File: src/sv/cmfs_pkg.sv
// Shared types and constants for the cube map face selector.
package cmfs_pkg;

  // Quotient bits per coordinate; one division cell per bit.
  localparam int QBITS = 16;

  typedef enum logic [2:0] {
    FACE_PX = 3'd0,
    FACE_NX = 3'd1,
    FACE_PY = 3'd2,
    FACE_NY = 3'd3,
    FACE_PZ = 3'd4,
    FACE_NZ = 3'd5
  } face_t;

  // Payload handed from cell to cell along the divider chain.
  typedef struct packed {
    logic [15:0] rem_u;   // partial remainder, u lane
    logic [15:0] rem_v;   // partial remainder, v lane
    logic [15:0] q_u;     // quotient bits gathered so far, u lane
    logic [15:0] q_v;     // quotient bits gathered so far, v lane
    logic [15:0] m;       // magnitude of the major axis (divisor)
    face_t       face;
    logic        zero;    // zero direction vector
    logic        full_u;  // u numerator equals +m, saturate
    logic        full_v;  // v numerator equals +m, saturate
  } lane_t;

endpackage

File: src/sv/cmfs_in_if.sv
// Request channel carrying one direction vector.
interface cmfs_in_if;
  logic               valid;
  logic               ready;
  logic signed [15:0] dir_x;
  logic signed [15:0] dir_y;
  logic signed [15:0] dir_z;

  modport source (output valid, output dir_x, output dir_y, output dir_z, input ready);
  modport sink   (input valid, input dir_x, input dir_y, input dir_z, output ready);
endinterface

File: src/sv/cmfs_out_if.sv
// Result channel carrying face and face coordinates.
interface cmfs_out_if;
  logic        valid;
  logic        ready;
  logic [2:0]  face;
  logic [15:0] coord_u;
  logic [15:0] coord_v;
  logic        valid_res;

  modport source (output valid, output face, output coord_u, output coord_v,
                  output valid_res, input ready);
  modport sink   (input valid, input face, input coord_u, input coord_v,
                  input valid_res, output ready);
endinterface

File: src/sv/cmfs_select.sv
// Front stage: major axis pick, face numerators and divider operands.
module cmfs_select (
  input  logic                clk,
  input  logic                rst_n,
  input  logic                up_valid,
  input  logic signed [15:0]  dir_x,
  input  logic signed [15:0]  dir_y,
  input  logic signed [15:0]  dir_z,
  output logic                up_ready,
  input  logic                dn_ready,
  output logic                valid_r,
  output cmfs_pkg::lane_t     lane_r
);

  logic [15:0] ux, uy, uz;
  logic [15:0] ax, ay, az;
  logic signed [16:0] xs, ys, zs;
  logic xmax, ymax, zmax;
  logic xpos, ypos, zpos;
  logic [15:0] m;
  logic signed [16:0] uc, vc;
  logic [17:0] off_u, off_v, two_m;
  cmfs_pkg::face_t face;
  cmfs_pkg::lane_t lane_nxt;
  logic valid_nxt;

  assign ux = dir_x;
  assign uy = dir_y;
  assign uz = dir_z;
  assign ax = ux[15] ? (~ux + 16'd1) : ux;
  assign ay = uy[15] ? (~uy + 16'd1) : uy;
  assign az = uz[15] ? (~uz + 16'd1) : uz;
  assign xs = {dir_x[15], dir_x};
  assign ys = {dir_y[15], dir_y};
  assign zs = {dir_z[15], dir_z};

  assign xmax = (ax >= ay) && (ax >= az);
  assign ymax = (ay >= ax) && (ay >= az);
  assign zmax = (az >= ax) && (az >= ay);
  // Zero counts as negative.
  assign xpos = !dir_x[15] && (dir_x != 16'sd0);
  assign ypos = !dir_y[15] && (dir_y != 16'sd0);
  assign zpos = !dir_z[15] && (dir_z != 16'sd0);

  // Later tests override earlier ones, so ties go to the later face.
  always_comb begin
    face = cmfs_pkg::FACE_PX;
    m    = '0;
    uc   = '0;
    vc   = '0;
    if (xmax && xpos) begin
      face = cmfs_pkg::FACE_PX; m = ax; uc = -zs; vc = ys;
    end
    if (xmax && !xpos) begin
      face = cmfs_pkg::FACE_NX; m = ax; uc = zs;  vc = ys;
    end
    if (ymax && ypos) begin
      face = cmfs_pkg::FACE_PY; m = ay; uc = xs;  vc = -zs;
    end
    if (ymax && !ypos) begin
      face = cmfs_pkg::FACE_NY; m = ay; uc = xs;  vc = zs;
    end
    if (zmax && zpos) begin
      face = cmfs_pkg::FACE_PZ; m = az; uc = xs;  vc = ys;
    end
    if (zmax && !zpos) begin
      face = cmfs_pkg::FACE_NZ; m = az; uc = -xs; vc = ys;
    end
  end

  // Offset numerators lie in [0, 2m]; only 2m itself needs a 17th bit.
  assign off_u = {uc[16], uc} + {2'b00, m};
  assign off_v = {vc[16], vc} + {2'b00, m};
  assign two_m = {1'b0, m, 1'b0};

  always_comb begin
    lane_nxt        = '0;
    lane_nxt.rem_u  = off_u[15:0];
    lane_nxt.rem_v  = off_v[15:0];
    lane_nxt.m      = m;
    lane_nxt.face   = face;
    lane_nxt.zero   = (m == 16'd0);
    lane_nxt.full_u = (off_u == two_m);
    lane_nxt.full_v = (off_v == two_m);
  end

  assign up_ready  = !valid_r || dn_ready;
  assign valid_nxt = up_valid;

  always_ff @(posedge clk) begin
    if (!rst_n) begin
      valid_r <= 1'b0;
    end else if (up_ready) begin
      valid_r <= valid_nxt;
    end
  end

  always_ff @(posedge clk) begin
    if (up_ready) begin
      lane_r <= lane_nxt;
    end
  end

endmodule

File: src/sv/cmfs_div_cell.sv
// One restoring division step for both coordinate lanes.
module cmfs_div_cell (
  input  logic             clk,
  input  logic             rst_n,
  input  logic             up_valid,
  input  cmfs_pkg::lane_t  up_lane,
  output logic             up_ready,
  input  logic             dn_ready,
  output logic             valid_r,
  output cmfs_pkg::lane_t  lane_r
);

  logic            ge_u, ge_v;
  logic [15:0]     red_u, red_v;
  cmfs_pkg::lane_t lane_nxt;

  assign ge_u  = up_lane.rem_u >= up_lane.m;
  assign ge_v  = up_lane.rem_v >= up_lane.m;
  assign red_u = ge_u ? (up_lane.rem_u - up_lane.m) : up_lane.rem_u;
  assign red_v = ge_v ? (up_lane.rem_v - up_lane.m) : up_lane.rem_v;

  // Reduced remainder is below m, so doubling it stays in 16 bits.
  always_comb begin
    lane_nxt       = up_lane;
    lane_nxt.rem_u = {red_u[14:0], 1'b0};
    lane_nxt.rem_v = {red_v[14:0], 1'b0};
    lane_nxt.q_u   = {up_lane.q_u[14:0], ge_u};
    lane_nxt.q_v   = {up_lane.q_v[14:0], ge_v};
  end

  assign up_ready = !valid_r || dn_ready;

  always_ff @(posedge clk) begin
    if (!rst_n) begin
      valid_r <= 1'b0;
    end else if (up_ready) begin
      valid_r <= up_valid;
    end
  end

  always_ff @(posedge clk) begin
    if (up_ready) begin
      lane_r <= lane_nxt;
    end
  end

endmodule

File: src/sv/cube_map_face_select.sv
// Top level: cube map face selector with a chain of division cells.
//
//   channel  role   handshake       payload
//   in_if    sink   valid / ready   dir_x, dir_y, dir_z (signed 16)
//   out_if   source valid / ready   face (3), coord_u (16), coord_v (16), valid_res
//
// One request enters per cycle while in_if.ready is high. There is one front
// stage for the axis pick, then 16 division cells, one per quotient bit.
// Each cell retires one quotient bit for both coordinates and hands the
// request on every cycle that its successor is ready to take it.
// Reset (rst_n low at a clock edge) empties every stage.
// Each stage advances when it is empty or its successor advances, so bubbles
// collapse; requests keep entering while a result waits, until stages fill.
module cube_map_face_select (
  input  logic       clk,
  input  logic       rst_n,
  cmfs_in_if.sink    in_if,
  cmfs_out_if.source out_if
);

  localparam int NSTG = cmfs_pkg::QBITS + 1;

  // Stage 0 is the front stage; stages 1..QBITS are division cells.
  logic            stg_valid [NSTG];
  cmfs_pkg::lane_t stg_lane  [NSTG];
  logic            stg_ready [NSTG+1];
  cmfs_pkg::lane_t last;

  assign stg_ready[NSTG] = out_if.ready;
  assign in_if.ready     = stg_ready[0];

  cmfs_select u_select (
    .clk      (clk),
    .rst_n    (rst_n),
    .up_valid (in_if.valid),
    .dir_x    (in_if.dir_x),
    .dir_y    (in_if.dir_y),
    .dir_z    (in_if.dir_z),
    .up_ready (stg_ready[0]),
    .dn_ready (stg_ready[1]),
    .valid_r  (stg_valid[0]),
    .lane_r   (stg_lane[0])
  );

  // Quotient bits come out MSB first, one per cell.
  for (genvar k = 1; k < NSTG; k++) begin : g_cell
    cmfs_div_cell u_cell (
      .clk      (clk),
      .rst_n    (rst_n),
      .up_valid (stg_valid[k-1]),
      .up_lane  (stg_lane[k-1]),
      .up_ready (stg_ready[k]),
      .dn_ready (stg_ready[k+1]),
      .valid_r  (stg_valid[k]),
      .lane_r   (stg_lane[k])
    );
  end

  assign last = stg_lane[NSTG-1];

  // Drop the quotient for a zero vector; saturate a numerator of +m.
  assign out_if.valid     = stg_valid[NSTG-1];
  assign out_if.face      = last.face;
  assign out_if.valid_res = !last.zero;
  assign out_if.coord_u   = last.zero ? 16'd0 : (last.full_u ? 16'hFFFF : last.q_u);
  assign out_if.coord_v   = last.zero ? 16'd0 : (last.full_v ? 16'hFFFF : last.q_v);

`ifndef ASSERT_OFF
  a_zero_result: assert property (@(posedge clk) disable iff (!rst_n)
    (out_if.valid && !out_if.valid_res) |->
      (out_if.face == cmfs_pkg::FACE_NZ && out_if.coord_u == 16'd0 &&
       out_if.coord_v == 16'd0))
    else $error("zero vector result malformed");

  a_ready_chain: assert property (@(posedge clk) disable iff (!rst_n)
    out_if.ready |-> in_if.ready)
    else $error("input stalled while output drains");

  a_bubble_ready: assert property (@(posedge clk) disable iff (!rst_n)
    !stg_valid[1] |-> in_if.ready)
    else $error("input stalled behind an empty cell");

  a_accept_loads: assert property (@(posedge clk) disable iff (!rst_n)
    (in_if.valid && in_if.ready) |=> stg_valid[0])
    else $error("accepted request not captured");
`endif

endmodule

File: src/flat_wrapper.sv
// flat-port wrapper written by rule: the top's interface ports become plain ports
module cube_map_face_select_flat 
  (clk, rst_n, in_if_valid, in_if_dir_x, in_if_dir_y, in_if_dir_z, in_if_ready, out_if_valid, out_if_face, out_if_coord_u, out_if_coord_v, out_if_valid_res, out_if_ready);
  cmfs_in_if in_if_i ();
  cmfs_out_if out_if_i ();
  input  logic clk;
  input  logic rst_n;
  input wire logic [$bits(in_if_i.valid)-1:0] in_if_valid;
  input wire logic [$bits(in_if_i.dir_x)-1:0] in_if_dir_x;
  input wire logic [$bits(in_if_i.dir_y)-1:0] in_if_dir_y;
  input wire logic [$bits(in_if_i.dir_z)-1:0] in_if_dir_z;
  output wire logic [$bits(in_if_i.ready)-1:0] in_if_ready;
  output wire logic [$bits(out_if_i.valid)-1:0] out_if_valid;
  output wire logic [$bits(out_if_i.face)-1:0] out_if_face;
  output wire logic [$bits(out_if_i.coord_u)-1:0] out_if_coord_u;
  output wire logic [$bits(out_if_i.coord_v)-1:0] out_if_coord_v;
  output wire logic [$bits(out_if_i.valid_res)-1:0] out_if_valid_res;
  input wire logic [$bits(out_if_i.ready)-1:0] out_if_ready;
  assign in_if_i.valid = in_if_valid;
  assign in_if_i.dir_x = in_if_dir_x;
  assign in_if_i.dir_y = in_if_dir_y;
  assign in_if_i.dir_z = in_if_dir_z;
  assign in_if_ready = in_if_i.ready;
  assign out_if_valid = out_if_i.valid;
  assign out_if_face = out_if_i.face;
  assign out_if_coord_u = out_if_i.coord_u;
  assign out_if_coord_v = out_if_i.coord_v;
  assign out_if_valid_res = out_if_i.valid_res;
  assign out_if_i.ready = out_if_ready;
  cube_map_face_select u_core (.clk(clk), .rst_n(rst_n), .in_if(in_if_i), .out_if(out_if_i));
endmodule
File: config.mk
export PLATFORM = sky130hd
export DESIGN_NAME = cube_map_face_select_flat
export DESIGN_NICKNAME = d
export VERILOG_FILES = /design/src/sv/cmfs_pkg.sv /design/src/sv/cmfs_in_if.sv /design/src/sv/cmfs_out_if.sv /design/src/sv/cmfs_select.sv /design/src/sv/cmfs_div_cell.sv /design/src/sv/cube_map_face_select.sv /design/src/flat_wrapper.sv
export SDC_FILE = /design/constraint.sdc
export NUM_CORES = 2
export LEC_CHECK = 0
export ABC_AREA = 1
export BUFFER_PORTS_ARGS = -buffer_cell sky130_fd_sc_hd__buf_2
export CAP_MARGIN = 0
export CELL_PAD_IN_SITES_DETAIL_PLACEMENT = 1
export CELL_PAD_IN_SITES_GLOBAL_PLACEMENT = 1
export CORE_MARGIN = 5
export CORE_UTILIZATION = 50
export CTS_BUF_LIST = sky130_fd_sc_hd__clkbuf_16
export DETAILED_ROUTE_END_ITERATION = 6
export GPL_ROUTABILITY_DRIVEN = 1
export PLACE_DENSITY_LB_ADDON = 0.1
export SYNTH_ARGS = -nofsm -noshare
export SYNTH_HDL_FRONTEND = slang
export SYNTH_HIERARCHICAL = 1
export SYNTH_SLANG_ARGS = --single-unit
File: constraint.sdc
create_clock -name clk -period 73.8 [get_ports clk]
set_input_delay 18.45 -clock clk [delete_from_list [all_inputs] [get_ports clk]]
set_output_delay 18.45 -clock clk [all_outputs]
set_load 0.005 [all_outputs]
Yosys cells after proc, flatten, opt, wreduce, memory -nomap -nowiden
Index checks and enable logic that the tools add are counted.
- input bits: 52
- word-level logic and storage cells: 391
- flip-flop bits (word level): 1129
- output and inout bits: 38
- equality and inequality tests: 2
- bitwise gates (word level): 3
- add/sub/neg operators: 37
- muxes and demuxes: 59
- magnitude comparators: 38
- reductions and logical operators: 58
- operator list (cell ; number):
    $ge A16 B16 Y1 ; 38
    $mux W15 ; 30
    $sub A15 B15 Y15 ; 30
    $mux W16 ; 13
    $mux W17 ; 12
    $add A16 B1 Y16 const B ; 3
    $not A16 Y16 ; 3
    $reduce_bool A16 Y1 ; 3
    $add A17 B17 Y18 ; 2
    $eq A18 B17 Y1 ; 2
    $neg A16 Y17 ; 2
    $logic_not A1 Y1 ; 24
    $logic_or A1 B1 Y1 ; 17
    $logic_not A16 Y1 ; 1
    $logic_and A1 B1 Y1 ; 12
    $mux W3 ; 2
    $mux W1 ; 2
    $reduce_or A2 Y1 ; 1

Longest topological paths before layout
- depth after elaboration: 18
- mapped depth: 52

Modules after synthesis
Netlist, hierarchy kept.
- by module, submodules not included (module ; area an instance (um^2) ; times used ; sequential area each (um^2) ; cells an instance):
    cmfs_div_cell (u_core.g_cell[13].u_cell ...) ; 5027.3 ; 10 ; 2542.4 ; 568
    cmfs_div_cell (u_core.g_cell[10].u_cell ...) ; 5111.2 ; 4 ; 2542.4 ; 565
    cmfs_div_cell (u_core.g_cell[4].u_cell ...) ; 4966.0 ; 2 ; 2542.4 ; 571
    cmfs_select ; 8247.9 ; 1 ; 1641.6 ; 1224
    cube_map_face_select ; 331.6 ; 1 ; 0.0 ; 73

Least setup slack after synthesis
OpenSTA, ideal clock, no wires.
- path kind: in2out
- start: input out_if_ready
- end: output in_if_ready
- slack: 3.630 ns
- path buffers: 0
- cell stages on the path: 34
- arrival time: 51.720 ns
- required time: 55.350 ns
- cell sequence: inv_1 > nand2_1 > inv_1 > nand2_1 > inv_1 > nand2_1 > inv_1 > nand2_1 > inv_1 > nand2_1 > inv_1 > nand2_1 > inv_1 > nand2_1 > inv_1 > nand2_1 > inv_1 > nand2_1 > inv_1 > nand2_1 > inv_1 > nand2_1 > inv_1 > nand2_1 > inv_1 > nand2_1 > inv_1 > nand2_1 > inv_1 > nand2_1 > inv_1 > nand2_1 > inv_1 > nand2_1
- RTL lines (what ; RTL line ; RTL):
    start: declaration ; flat_wrapper.sv:18 ; input wire logic [$bits(out_if_i.ready)-1:0] out_if_ready;
    end: declaration ; flat_wrapper.sv:12 ; output wire logic [$bits(in_if_i.ready)-1:0] in_if_ready;

==> impl_metrics.py <==
metrics = {
    "route": {
        "drt_iter0_markers": 4089,
        "wirelength_um": 249000,
        "wl_per_cell_um": 20.7,
        "antenna_left": 0,
        "viasPerCell": 5.39,
        "dr.pass1.iters": 6,
        "vias": 64800,
        "drcViolationCount": 0,
    },
    "global_route": {
        "grt_pass1_vias": 68300,
        "antenna_found_initial": 2,
        "grt.total_usage_pct": 29.3,
        "grt_first_pass_wirelength_um": 385000,
        "overflow": 0,
        "grt_start_max_net_pins": 85,
    },
    "worst_setup_path": {
        "end_kind": "output pin",
        "critPathArrivalTime_ns": 27.45,
        "slowest_stage": "buf_4",
        "start_kind": "primary input",
        "cp_max_fo": 84,
        "cp.buffers_inverters": 25,
        "crit_type": "primary input to output pin",
        "cp.required_ns": 55.35,
        "cpMostUsedCell": "inv_1",
        "cp_top_family": "buffers and inverters",
        "crit_path_max_incr_delay_ns": 0.89,
    },
    "die": {
        "design.die.area_sq_mm": 0.166,
        "initial_core_util_pct": 50.4,
        "core-area_sq_mm": 0.157,
        "die_x_um": 407,
        "ioPinCount": 90,
        "die_h_um": 407,
        "rows": 145,
    },
    "finish": {
        "fin_nets": 10500,
        "multiInputGateArea_sq_mm": 0.0371,
        "seq_area_sq_mm": 0.0337,
        "area_growth_pct": 7.93,
        "fillers": 19200,
        "drive_above_1_share_pct": 8.70,
        "final_area_sq_mm": 0.0852,
    },
    "cts": {
        "post_cts_buffers": 0,
        "htreeDepth": 3,
        "clockBufferDepth": 3,
        "clk_latency_ns": 0.76,
        "path_clk_slew_ns": 0.06,
        "cts_sinks": 1129,
        "cts_made_buffers": 121,
        "cts_tree": "yes",
        "cts.repair.resized": 0,
        "cts_root_buf": "clkbuf_16",
        "cts_hold_buf": 0,
    },
    "yosys": {
        "netlist_area_sq_mm": 0.0789,
        "avgSynthCellArea_sq_um": 8.11,
        "ys_warn_count": 6,
        "synth_cells": 9737,
    },
    "timing": {
        "relSlewSlack_pct": 19.6,
        "setup_viol": 0,
        "rsz0062_at_grt": "no",
        "period_minus_slack_ns": 45.90,
        "fin_hold_ws_ns": 0.391,
        "setup_tns_ns": 0,
        "fin_skew_ns": 0.0554,
        "finalHoldViolations": 0,
        "period_share_pct": 62.2,
        "max_freq_mhz": 21.8,
        "worst_slew_pin_slew_ns": 1.21,
        "drv_slew": 0,
    },
    "place": {
        "dp_hpwl_um": 200000,
        "gp_congestion": 0.914,
        "port_buffers": 89,
        "dpl-instance-area_sq_mm": 0.0810,
    },
    "hold_path": {
        "hold_path.class": "flip-flop to flip-flop",
    },
    "flow_run": {
        "drv_cap": 0,
    },
    "outcome": {
        "outcome": "finished clean",
    },
}
per-stage QoR:
stage	setup slack, ns	util [%]	instances
floorplan	10.01	-	9752
global placement	28.16	51.8	11800
detailed placement	27.75	51.8	11800
CTS	27.72	54.4	12000
global route	27.07	54.4	12000
finish	27.90	54.4	12000
worst register-to-register path, delay by kind of cell, from the launching register on:
family,cells,cell delay [ns]
buffers and inverters,22,5.87
and+or+nand+nor,17,2.77
AOI/OAI and AO/OA,1,0.27
DFF,1,0.33
path summary, 6_finish.rpt:
path,start,end,slack (ns),depth (start not counted)
worst min register to register,u_core/g_cell[1].u_cell/lane_r[4],u_core/g_cell[2].u_cell/lane_r[4],0.39,0
worst min-delay path,u_core/g_cell[1].u_cell/lane_r[4],u_core/g_cell[2].u_cell/lane_r[4],0.39,0
worst max register to register,u_core/g_cell[16].u_cell/valid_r,u_core/u_select/valid_r,64.32,40
worst max-delay path,out_if_ready,in_if_ready,27.90,42
state kept, by name (all words and copies together) (netlist names):
name and flops:
u_core/u_select/lane_r 54, u_core/g_cell.u_cell/lane_r 1058, u_core/u_select/valid_r 1, u_core/g_cell.u_cell/valid_r 16
final cells by class:
cell class                 instances  share of cell area, %
timing repair buffer             107                  0.681
antenna                            1                0.00294
inverter                        1889                   8.32
multi-input combinational       6610                   43.5
clock buffer                     121                   3.55
sequential                      1129                   39.6
clock inverter                   109                   1.34
tap                             2058                   3.02
per-layer routing:
metal	global-route usage [%]	vias up	routed length, um
met2	53.8	1240	127000
met4	11.3	2	11200
met5	0	-	13
li1	-	31400	-
met3	2.57	501	7330
met1	35.6	31700	104000
placed cells by master, fill, tap and decap left out, drive strengths merged, types with 3 or more instances in the layout:
| master | count |
|---|---|
| edfxtp | 1112 |
| nor3 | 12 |
| clkinvlp | 18 |
| a22oi | 5 |
| buf | 107 |
| o21a | 3 |
| ha | 596 |
| nand2 | 3361 |
| a31oi | 16 |
| o221ai | 5 |
| xor2 | 179 |
| clkinv | 68 |
| nand4 | 234 |
| dfxtp | 17 |
| a21o | 8 |
| conb | 30 |
| fa | 34 |
| nor4 | 6 |
| o21ai | 274 |
| bufinv | 14 |
| or2 | 54 |
| nand3b | 63 |
| clkbuf | 121 |
| o22ai | 19 |
| nand3 | 684 |
| o21bai | 8 |
| xnor2 | 41 |
| a21boi | 18 |
| a21oi | 255 |
| nor2 | 604 |
| and2 | 91 |
| inv | 1898 |
Power is not shown: default switching activity piles up to over one toggle a cycle in this logic, so the estimate is an artifact.
